`config.mk`:
```
export PLATFORM = sky130hd
export DESIGN_NAME = key_table_insert_search_delete_core
export DESIGN_NICKNAME = d
export VERILOG_FILES = /design/src/rtl/kt_pkg.sv /design/src/rtl/kt_store.sv /design/src/rtl/kt_seq.sv /design/src/rtl/key_table_insert_search_delete_core.sv
export VERILOG_INCLUDE_DIRS = /design/src /design/src/rtl
export SDC_FILE = /design/constraint.sdc
export NUM_CORES = 1
export LEC_CHECK = 0
export BUFFER_PORTS_ARGS = -buffer_cell sky130_fd_sc_hd__buf_2
export CELL_PAD_IN_SITES_DETAIL_PLACEMENT = 0
export CELL_PAD_IN_SITES_GLOBAL_PLACEMENT = 1
export CORE_MARGIN = 1
export CORE_UTILIZATION = 54
export CTS_CLUSTER_DIAMETER = 100
export DETAILED_ROUTE_END_ITERATION = 7
export PLACE_DENSITY = 0.89
export SYNTH_ARGS = -nofsm -noshare
export SYNTH_HDL_FRONTEND = slang
export SYNTH_HIERARCHICAL = 1
export SYNTH_SLANG_ARGS = --single-unit
```
`constraint.sdc`:
```
create_clock -name aclk -period 7.5 [get_ports aclk]
set_input_delay 0.375 -clock aclk [delete_from_list [all_inputs] [get_ports aclk]]
set_output_delay 0.375 -clock aclk [all_outputs]
set_load 0.1 [all_outputs]
```
`src/rtl/key_table_insert_search_delete_core_defines.svh`:
```
// ----------------------------------------------------------------------------
// Key table core: assertion macros
// Shared concurrent assertion shorthands, clocked on aclk and disabled while
// aresetn is low.
// ----------------------------------------------------------------------------
`ifndef KEY_TABLE_INSERT_SEARCH_DELETE_CORE_DEFINES_SVH
`define KEY_TABLE_INSERT_SEARCH_DELETE_CORE_DEFINES_SVH

// Same-cycle implication.
`define KT_ASSERT_IMPLY(label, ante, cons, msg) \
    label: assert property (@(posedge aclk) disable iff (!aresetn) (ante) |-> (cons)) \
        else $error(msg);

// Next-cycle implication.
`define KT_ASSERT_NEXT(label, ante, cons, msg) \
    label: assert property (@(posedge aclk) disable iff (!aresetn) (ante) |=> (cons)) \
        else $error(msg);

`endif

```
`src/rtl/kt_pkg.sv`:
```
// ----------------------------------------------------------------------------
// Key table package
// Field widths, operation and status codes, and the result record that the
// sequencer hands to the output stage.
// ----------------------------------------------------------------------------
`timescale 1ns / 1ps
`default_nettype none

package kt_pkg;

    localparam int KT_CAPACITY = 16;
    localparam int KEY_W       = 32;
    localparam int OP_W        = 2;
    localparam int STATUS_W    = 3;
    localparam int SLOT_W      = 4;
    localparam int FILL_W      = 5;

    typedef enum logic [OP_W-1:0] {
        OP_INSERT  = 2'd0,
        OP_SEARCH  = 2'd1,
        OP_REPLACE = 2'd2,
        OP_DELETE  = 2'd3
    } op_t;

    typedef enum logic [STATUS_W-1:0] {
        ST_OK       = 3'd0,
        ST_FULL     = 3'd1,
        ST_DUP      = 3'd2,
        ST_NOTFOUND = 3'd3,
        ST_EMPTY    = 3'd4
    } status_t;

    typedef struct packed {
        status_t             status;
        logic [SLOT_W-1:0]   slot;
        logic [FILL_W-1:0]   fill;
    } kt_result_t;

endpackage

`default_nettype wire

```
`src/rtl/kt_store.sv`:
```
// ----------------------------------------------------------------------------
// Key table storage
// Single write port, single read port key memory with registered read data.
// ----------------------------------------------------------------------------
`timescale 1ns / 1ps
`default_nettype none

module kt_store #(
    parameter int DEPTH = kt_pkg::KT_CAPACITY,
    parameter int IDX_W = (DEPTH > 1) ? $clog2(DEPTH) : 1
) (
    input  wire logic                            aclk,
    input  wire logic                            wr_en,
    input  wire logic [IDX_W-1:0]                wr_addr,
    input  wire logic signed [kt_pkg::KEY_W-1:0] wr_data,
    input  wire logic [IDX_W-1:0]                rd_addr,
    output logic signed [kt_pkg::KEY_W-1:0]      rd_data
);
    import kt_pkg::*;

    logic signed [KEY_W-1:0] mem [DEPTH];

    // Write port.
    always_ff @(posedge aclk) begin
        if (wr_en) begin
            mem[wr_addr] <= wr_data;
        end
    end

    // Registered read port.
    always_ff @(posedge aclk) begin
        rd_data <= mem[rd_addr];
    end

endmodule

`default_nettype wire

```
`src/rtl/kt_seq.sv`:
```
// ----------------------------------------------------------------------------
// Key table sequencer
// Holds the fill count and walks the table one entry at a time through a
// single shared key comparator, then shifts entries down for a delete.
// ----------------------------------------------------------------------------
`timescale 1ns / 1ps
`default_nettype none

module kt_seq #(
    parameter int CAPACITY = kt_pkg::KT_CAPACITY,
    parameter int IDX_W    = (CAPACITY > 1) ? $clog2(CAPACITY) : 1,
    parameter int CNT_W    = $clog2(CAPACITY + 1)
) (
    input  wire logic                            aclk,
    input  wire logic                            aresetn,
    // Request side
    input  wire logic                            in_valid,
    output logic                                 in_ready,
    input  wire logic [kt_pkg::OP_W-1:0]         in_op,
    input  wire logic signed [kt_pkg::KEY_W-1:0] in_key,
    input  wire logic signed [kt_pkg::KEY_W-1:0] in_new_key,
    // Result side
    output logic                                 res_valid,
    input  wire logic                            res_ready,
    output kt_pkg::kt_result_t                   res,
    // Memory port
    output logic                                 mem_we,
    output logic [IDX_W-1:0]                     mem_waddr,
    output logic signed [kt_pkg::KEY_W-1:0]      mem_wdata,
    output logic [IDX_W-1:0]                     mem_raddr,
    input  wire logic signed [kt_pkg::KEY_W-1:0] mem_rdata
);
    import kt_pkg::*;

    typedef enum logic [5:0] {
        S_IDLE = 6'b000001,
        S_READ = 6'b000010,
        S_CMP  = 6'b000100,
        S_SHRD = 6'b001000,
        S_SHWR = 6'b010000,
        S_DONE = 6'b100000
    } state_t;

    state_t                  state_reg, state_next;
    op_t                     op_reg, op_next;
    logic signed [KEY_W-1:0] key_reg, key_next;
    logic signed [KEY_W-1:0] new_key_reg, new_key_next;
    logic [IDX_W-1:0]        idx_reg, idx_next;
    logic [IDX_W-1:0]        pos_reg, pos_next;
    logic [CNT_W-1:0]        count_reg, count_next;
    status_t                 status_reg, status_next;

    logic                    hit;
    logic                    last;
    logic                    shift_last;

    // Shared comparator and end-of-table checks.
    assign hit        = (mem_rdata == key_reg);
    assign last       = ((CNT_W'(idx_reg) + CNT_W'(1)) == count_reg);
    assign shift_last = ((CNT_W'(idx_reg) + CNT_W'(2)) == count_reg);

    assign in_ready  = (state_reg == S_IDLE);
    assign res_valid = (state_reg == S_DONE);
    assign res.status = status_reg;
    assign res.slot   = SLOT_W'(pos_reg);
    assign res.fill   = FILL_W'(count_reg);

    // Next-state logic.
    always_comb begin
        state_next   = state_reg;
        op_next      = op_reg;
        key_next     = key_reg;
        new_key_next = new_key_reg;
        idx_next     = idx_reg;
        pos_next     = pos_reg;
        count_next   = count_reg;
        status_next  = status_reg;
        mem_we       = 1'b0;
        mem_waddr    = idx_reg;
        mem_wdata    = key_reg;
        mem_raddr    = idx_reg;

        case (state_reg)
            S_IDLE: begin
                if (in_valid) begin
                    op_next      = op_t'(in_op);
                    key_next     = in_key;
                    new_key_next = in_new_key;
                    idx_next     = '0;
                    pos_next     = '0;
                    status_next  = ST_OK;
                    state_next   = S_READ;
                    case (op_t'(in_op))
                        OP_INSERT: begin
                            if (count_reg >= CNT_W'(CAPACITY)) begin
                                status_next = ST_FULL;
                                state_next  = S_DONE;
                            end else if (count_reg == '0) begin
                                // Empty table: append straight away.
                                mem_we     = 1'b1;
                                mem_waddr  = '0;
                                mem_wdata  = in_key;
                                count_next = count_reg + CNT_W'(1);
                                state_next = S_DONE;
                            end
                        end
                        OP_SEARCH: begin
                            if (count_reg == '0) begin
                                status_next = ST_EMPTY;
                                state_next  = S_DONE;
                            end
                        end
                        default: begin
                            if (count_reg == '0) begin
                                status_next = ST_NOTFOUND;
                                state_next  = S_DONE;
                            end
                        end
                    endcase
                end
            end

            S_READ: begin
                mem_raddr  = idx_reg;
                state_next = S_CMP;
            end

            S_CMP: begin
                if (hit) begin
                    state_next = S_DONE;
                    case (op_reg)
                        OP_INSERT: begin
                            status_next = ST_DUP;
                        end
                        OP_SEARCH: begin
                            pos_next = idx_reg;
                        end
                        OP_REPLACE: begin
                            pos_next  = idx_reg;
                            mem_we    = 1'b1;
                            mem_waddr = idx_reg;
                            mem_wdata = new_key_reg;
                        end
                        default: begin
                            pos_next = idx_reg;
                            if (last) begin
                                count_next = count_reg - CNT_W'(1);
                            end else begin
                                state_next = S_SHRD;
                            end
                        end
                    endcase
                end else if (last) begin
                    state_next = S_DONE;
                    if (op_reg == OP_INSERT) begin
                        // No duplicate: append at the fill count.
                        mem_we     = 1'b1;
                        mem_waddr  = IDX_W'(count_reg);
                        mem_wdata  = key_reg;
                        pos_next   = IDX_W'(count_reg);
                        count_next = count_reg + CNT_W'(1);
                    end else begin
                        status_next = ST_NOTFOUND;
                    end
                end else begin
                    idx_next   = idx_reg + IDX_W'(1);
                    state_next = S_READ;
                end
            end

            S_SHRD: begin
                mem_raddr  = idx_reg + IDX_W'(1);
                state_next = S_SHWR;
            end

            S_SHWR: begin
                // Move the entry above down into the current slot.
                mem_we    = 1'b1;
                mem_waddr = idx_reg;
                mem_wdata = mem_rdata;
                idx_next  = idx_reg + IDX_W'(1);
                if (shift_last) begin
                    count_next = count_reg - CNT_W'(1);
                    state_next = S_DONE;
                end else begin
                    state_next = S_SHRD;
                end
            end

            S_DONE: begin
                if (res_ready) begin
                    state_next = S_IDLE;
                end
            end

            default: begin
                state_next = S_IDLE;
            end
        endcase
    end

    // Control registers.
    always_ff @(posedge aclk) begin
        if (!aresetn) begin
            state_reg <= S_IDLE;
            count_reg <= '0;
        end else begin
            state_reg <= state_next;
            count_reg <= count_next;
        end
    end

    // Working registers.
    always_ff @(posedge aclk) begin
        op_reg      <= op_next;
        key_reg     <= key_next;
        new_key_reg <= new_key_next;
        idx_reg     <= idx_next;
        pos_reg     <= pos_next;
        status_reg  <= status_next;
    end

endmodule

`default_nettype wire

```
`src/rtl/key_table_insert_search_delete_core.sv`:
```
// Key table core.
// Keeps a packed table of up to CAPACITY signed 32-bit keys and a fill count.
// Requests arrive on the s_ channel (s_op, s_key, s_new_key) with s_valid and
// s_ready; one result per request leaves on the m_ channel (m_status, m_slot,
// m_fill) with m_valid and m_ready.
// One item is worked on at a time and s_ready is low while it runs. The table
// is walked by one comparator, one entry at a time (memory read, then
// compare); a delete then shifts each entry above the match down one slot
// (read, then write). An insert into a full or empty table, or any other
// request on an empty table, finishes without walking the table.
// The result sits in an output register, so the next item is accepted while
// an earlier result still waits; if the receiver stalls, the sequencer holds
// its finished result until the output register frees up.
// Reset (synchronous, active low) empties the table and drops any pending
// result; the key memory itself is not cleared, as only entries below the
// fill count are ever read.
// ----------------------------------------------------------------------------
// Key table core: top level
// Sequencer, key memory and output register of the insert/search/delete table.
// ----------------------------------------------------------------------------
`timescale 1ns / 1ps
`default_nettype none

`include "key_table_insert_search_delete_core_defines.svh"

module key_table_insert_search_delete_core #(
    parameter int CAPACITY = kt_pkg::KT_CAPACITY
) (
    input  wire logic                            aclk,
    input  wire logic                            aresetn,
    // Request channel
    input  wire logic                            s_valid,
    output logic                                 s_ready,
    input  wire logic [kt_pkg::OP_W-1:0]         s_op,
    input  wire logic signed [kt_pkg::KEY_W-1:0] s_key,
    input  wire logic signed [kt_pkg::KEY_W-1:0] s_new_key,
    // Result channel
    output logic                                 m_valid,
    input  wire logic                            m_ready,
    output logic [kt_pkg::STATUS_W-1:0]          m_status,
    output logic [kt_pkg::SLOT_W-1:0]            m_slot,
    output logic [kt_pkg::FILL_W-1:0]            m_fill
);
    import kt_pkg::*;

    localparam int IDX_W = (CAPACITY > 1) ? $clog2(CAPACITY) : 1;
    localparam int CNT_W = $clog2(CAPACITY + 1);

    logic                    res_valid;
    logic                    res_ready;
    kt_result_t              res;
    logic                    mem_we;
    logic [IDX_W-1:0]        mem_waddr;
    logic signed [KEY_W-1:0] mem_wdata;
    logic [IDX_W-1:0]        mem_raddr;
    logic signed [KEY_W-1:0] mem_rdata;

    logic                    m_valid_reg, m_valid_next;
    kt_result_t              m_res_reg;

    // Sequencer with the shared comparator.
    kt_seq #(
        .CAPACITY (CAPACITY),
        .IDX_W    (IDX_W),
        .CNT_W    (CNT_W)
    ) u_seq (
        .aclk       (aclk),
        .aresetn    (aresetn),
        .in_valid   (s_valid),
        .in_ready   (s_ready),
        .in_op      (s_op),
        .in_key     (s_key),
        .in_new_key (s_new_key),
        .res_valid  (res_valid),
        .res_ready  (res_ready),
        .res        (res),
        .mem_we     (mem_we),
        .mem_waddr  (mem_waddr),
        .mem_wdata  (mem_wdata),
        .mem_raddr  (mem_raddr),
        .mem_rdata  (mem_rdata)
    );

    // Key memory.
    kt_store #(
        .DEPTH (CAPACITY),
        .IDX_W (IDX_W)
    ) u_store (
        .aclk    (aclk),
        .wr_en   (mem_we),
        .wr_addr (mem_waddr),
        .wr_data (mem_wdata),
        .rd_addr (mem_raddr),
        .rd_data (mem_rdata)
    );

    // Output register: takes a result whenever it is empty or being drained.
    assign res_ready = !m_valid_reg || m_ready;

    always_comb begin
        m_valid_next = m_valid_reg;
        if (res_valid && res_ready) begin
            m_valid_next = 1'b1;
        end else if (m_ready) begin
            m_valid_next = 1'b0;
        end
    end

    always_ff @(posedge aclk) begin
        if (!aresetn) begin
            m_valid_reg <= 1'b0;
        end else begin
            m_valid_reg <= m_valid_next;
        end
    end

    always_ff @(posedge aclk) begin
        if (res_valid && res_ready) begin
            m_res_reg <= res;
        end
    end

    assign m_valid  = m_valid_reg;
    assign m_status = m_res_reg.status;
    assign m_slot   = m_res_reg.slot;
    assign m_fill   = m_res_reg.fill;

    // Checks on the sequencing.
    `KT_ASSERT_IMPLY(a_busy_excl, res_valid, !s_ready, "Result pending while accepting an item")
    `KT_ASSERT_NEXT(a_accept_busy, s_valid && s_ready, !s_ready, "Ready straight after an item")
    `KT_ASSERT_IMPLY(a_full_fill, m_valid && (m_status == ST_FULL), m_fill == FILL_W'(CAPACITY), "Full status with room left")
    `KT_ASSERT_IMPLY(a_slot_zero, m_valid && (m_status != ST_OK), m_slot == '0, "Slot set on a failed item")

endmodule

`default_nettype wire
```
==> results_dict.tcl <==
set metrics [dict create \
    synth_edf_count 601 \
    ys_warn_count 6 \
    place_area_um2 26300 \
    finalCritPeriodShare_pct 74.2 \
    tns_ps 0 \
    detail-route-antenna-nets 0 \
    cts.path.max_buffers 3 \
    hold_start "s_key[31]" \
    syn_area_per_cell_um2 19.9 \
    hpwl_mm 31.5 \
    final_nets 1497 \
    worstRegToRegCells 9 \
    r2r_end "u_store/mem[1][14]" \
    async_flop_share_pct 0 \
    min_period_ps 5570 \
    areaGrowthSynthToFinish_pct 15.8 \
    place.gp.congestion 0.837 \
    cp-start-kind "register" \
    regMostFlops "u_store/mem" \
    grt_max_degree 74 \
    largest_reg_flops 512 \
    post_cts_buffers 0 \
    antenna_found_initial 0 \
    rows 78 \
    start_util_pct 55.0 \
    rsz0062_at_grt "no" \
    worst_pin_slew_ps 1280 \
    outcome "completed" \
    crit_required_ps 7720 \
    grt_pass1_wl_mm 86.9 \
    ys_ff_latch 645 \
    synth_ff_type "edfxtp_1" \
    wl_mm 58.5 \
    vias 13400 \
    io_pins 84 \
    coreArea_um2 45600 \
    min_to "u_seq/key_reg[31]" \
    power.total_mw 7.81 \
    hold_depth 1 \
    p_leak_nw 9.50 \
    cts-resized-gates 0 \
    fillers 2918 \
    synthXorXnorAreaFrac_pct 1.56 \
    die_area_um2 47300 \
    postLayoutSetupSlackWorst_ps 1930 \
    die_h_um 217 \
    fmax_ghz 0.180 \
    dieWidth_um 217 \
    setup_violations 0 \
    yosys.area_share.adder_pct 0.250 \
    yosys-mux-area-fraction_pct 11.8 \
    clock-sinks 645 \
    reg2reg_slack_ps 1930 \
    netlist_area_um2 25100 \
    stdcell_area_um2 29000 \
    endpoint_kind "register" \
    synthSimpleGateAreaFrac_pct 3.75 \
    clk_pin_slew_ps 70 \
    finalHoldViolations 0 \
    drc 0 \
    post_synth_num_cell_types 66 \
    ys_seq_area_share_pct 75.5 \
    via_per_inst 6.44 \
    routedWlPerCell_um 28.2 \
    cts_root_buf "clkbuf_16" \
    synth_cells 1258 \
    drive_gt1_share_pct 25.0 \
    worstSetupPathType "reg -> reg" \
    ir_drop_uv 209 \
    timing.max_cap.violations 0 \
    cts_tree "built" \
    place_ws_ps 2300 \
    syn_nets 1333 \
    htree_levels 2 \
    grt_usage_pct 25.4 \
    hp-class "in -> reg" \
    slew_violations 0 \
    seq_area_um2 18900 \
    cts_buffers 60 \
    crit-reg2reg-launch "u_seq/key_reg[18]" \
    overflow 0 \
    synth_compound_area_share_pct 5.68 \
    cp.arrival_ps 5790 \
    first_pass_iters 5 \
    power_density_nw_per_um2 269 \
    grt_pass1_vias 13700 \
    drt_iter0_markers 1713 \
    synth_top_family_by_area "multiplexers" \
    diodes 0 \
    maxSlewHeadroom_pct 14.8 \
    worstPathMaxFanout 32 \
    clk_latency_ps 620 \
    clock_skew_ps 23.6 \
    port_buffers 83 \
    multi_input_area_um2 5970 \
]
==> cells in the mapped netlist, types with 9 or more instances <==
cell / count / area [µm²]
clkbuf_1: 38 / 143
nand3_1: 10 / 50.1
a22oi_1: 64 / 480
nand2_1: 50 / 188
nor2b_1: 11 / 68.8
buf_1: 11 / 41.3
buf_2: 13 / 65.1
a221o_1: 32 / 320
a21oi_1: 15 / 75.1
dfxtp_1: 44 / 881
a22o_1: 32 / 280
nor2_1: 36 / 135
buf_4: 9 / 67.6
edfxtp_1: 601 / 18000
nor3_1: 12 / 60.1
xor2_1: 36 / 315
mux4_2: 128 / 2880
nor4_1: 10 / 62.6
==> power by group <==
| part | leakage (nW) | total [mW] | internal, mW | switching, mW |
|---|---|---|---|---|
| logic | 2.67 | 0.501 | 0.190 | 0.312 |
| clock network | 1.00 | 3.20 | 1.89 | 1.31 |
| registers | 5.82 | 4.11 | 4.06 | 0.0533 |
| total | 9.50 | 7.81 | 6.13 | 1.68 |
==> metrics by stage <==
step / hold slack [ps] / instances / util (%)
final: 40.7 / 2073 / 63.7
after detailed placement: 406 / 1896 / 57.7
after global routing: 14.2 / 2073 / 63.7
after CTS: 3.35 / 2073 / 63.7
after global placement: 401 / 1896 / 57.7
after floorplan: 400 / 1258 / -
==> layer usage <==
metal	routed length [µm]	GRT usage [%]	vias up	share of wire, %
met3	5580	4.41	132	9.5
met1	21400	33.6	6866	37
li1	-	-	5574	-
met4	2020	9.60	0	3.5
met2	29500	42.3	787	50
met5	0	0	-	0
==> worst max-delay path by stage <==
stage / cells past startpoint / endpoint / startpoint / slack [ps]
3_5_place_dp: 9 / u_store/mem[3][7] / u_seq/key_reg[22] / 2300
3_3_place_gp: 9 / u_store/mem[3][20] / u_seq/key_reg[18] / 2400
5_1_grt: 9 / u_store/mem[1][12] / u_seq/key_reg[18] / 1700
6_report: 9 / u_store/mem[1][14] / u_seq/key_reg[18] / 1930
4_1_cts: 9 / u_store/mem[1][7] / u_seq/key_reg[22] / 2220
2_1_floorplan: 11 / u_store/mem[0][0] / u_seq/count_reg[1] / 2110
==> placed cells by master, fill, tap and decap left out, types with 4 or more instances in the layout <==
cell type / count
nand2b_1: 6
a22o_1: 32
xnor2_1: 6
mux2_2: 4
nor2b_1: 9
nand4_1: 6
clkbuf_1: 12
clkinv_2: 8
bufinv_16: 11
clkinvlp_4: 4
ha_1: 5
edfxtp_1: 601
inv_1: 7
dfxtp_1: 44
nor2_1: 22
a221o_1: 32
nor3_2: 5
buf_2: 83
xor2_1: 35
nor4_1: 10
a21oi_1: 15
clkinv_1: 11
mux4_2: 128
a22oi_1: 64
buf_4: 25
nand3_1: 10
clkbuf_16: 61
nor3_1: 7
nand2_1: 50
nor2_4: 14
nand3b_1: 5
or3_1: 4
dlygate4sd3_1: 64
o21ai_0: 7
==> kinds of logic after synthesis <==
kind of cell,after synthesis
DFF,645
adders and majority gates,5
buffers and inverters,78
muxes,136
and+or+nand+nor,176
xor gates and xnor gates,43
AOI/OAI and AO/OA,175
==> area by class of cell <==
type                       instances  share of cell area, %
clock buffer                      75                   5.51
clock inverter                    38                   1.64
inverter                           7                 0.0906
multi-input combinational        535                   20.6
sequential                       645                   65.2
tap                              600                   2.59
timing repair buffer             173                   4.36
==> worst max-delay path, stage by stage, from the launching register on <==
cell and delay, ps:
edfxtp_1 420, xor2_1 170, nor4_1 960, nand4_1 420, nor2_1 810, nor2b_1 210, nand3_1 240, mux2_2 390
or3b_2 600, nor2_4 920
==> timing repair <==
action | CTS | global route
endpoints found under the hold margin | 64 | 0
endpoints found under the setup margin | 0 | 0
hold buffers | 64 | 0
Power figures use the tool's default switching activity.
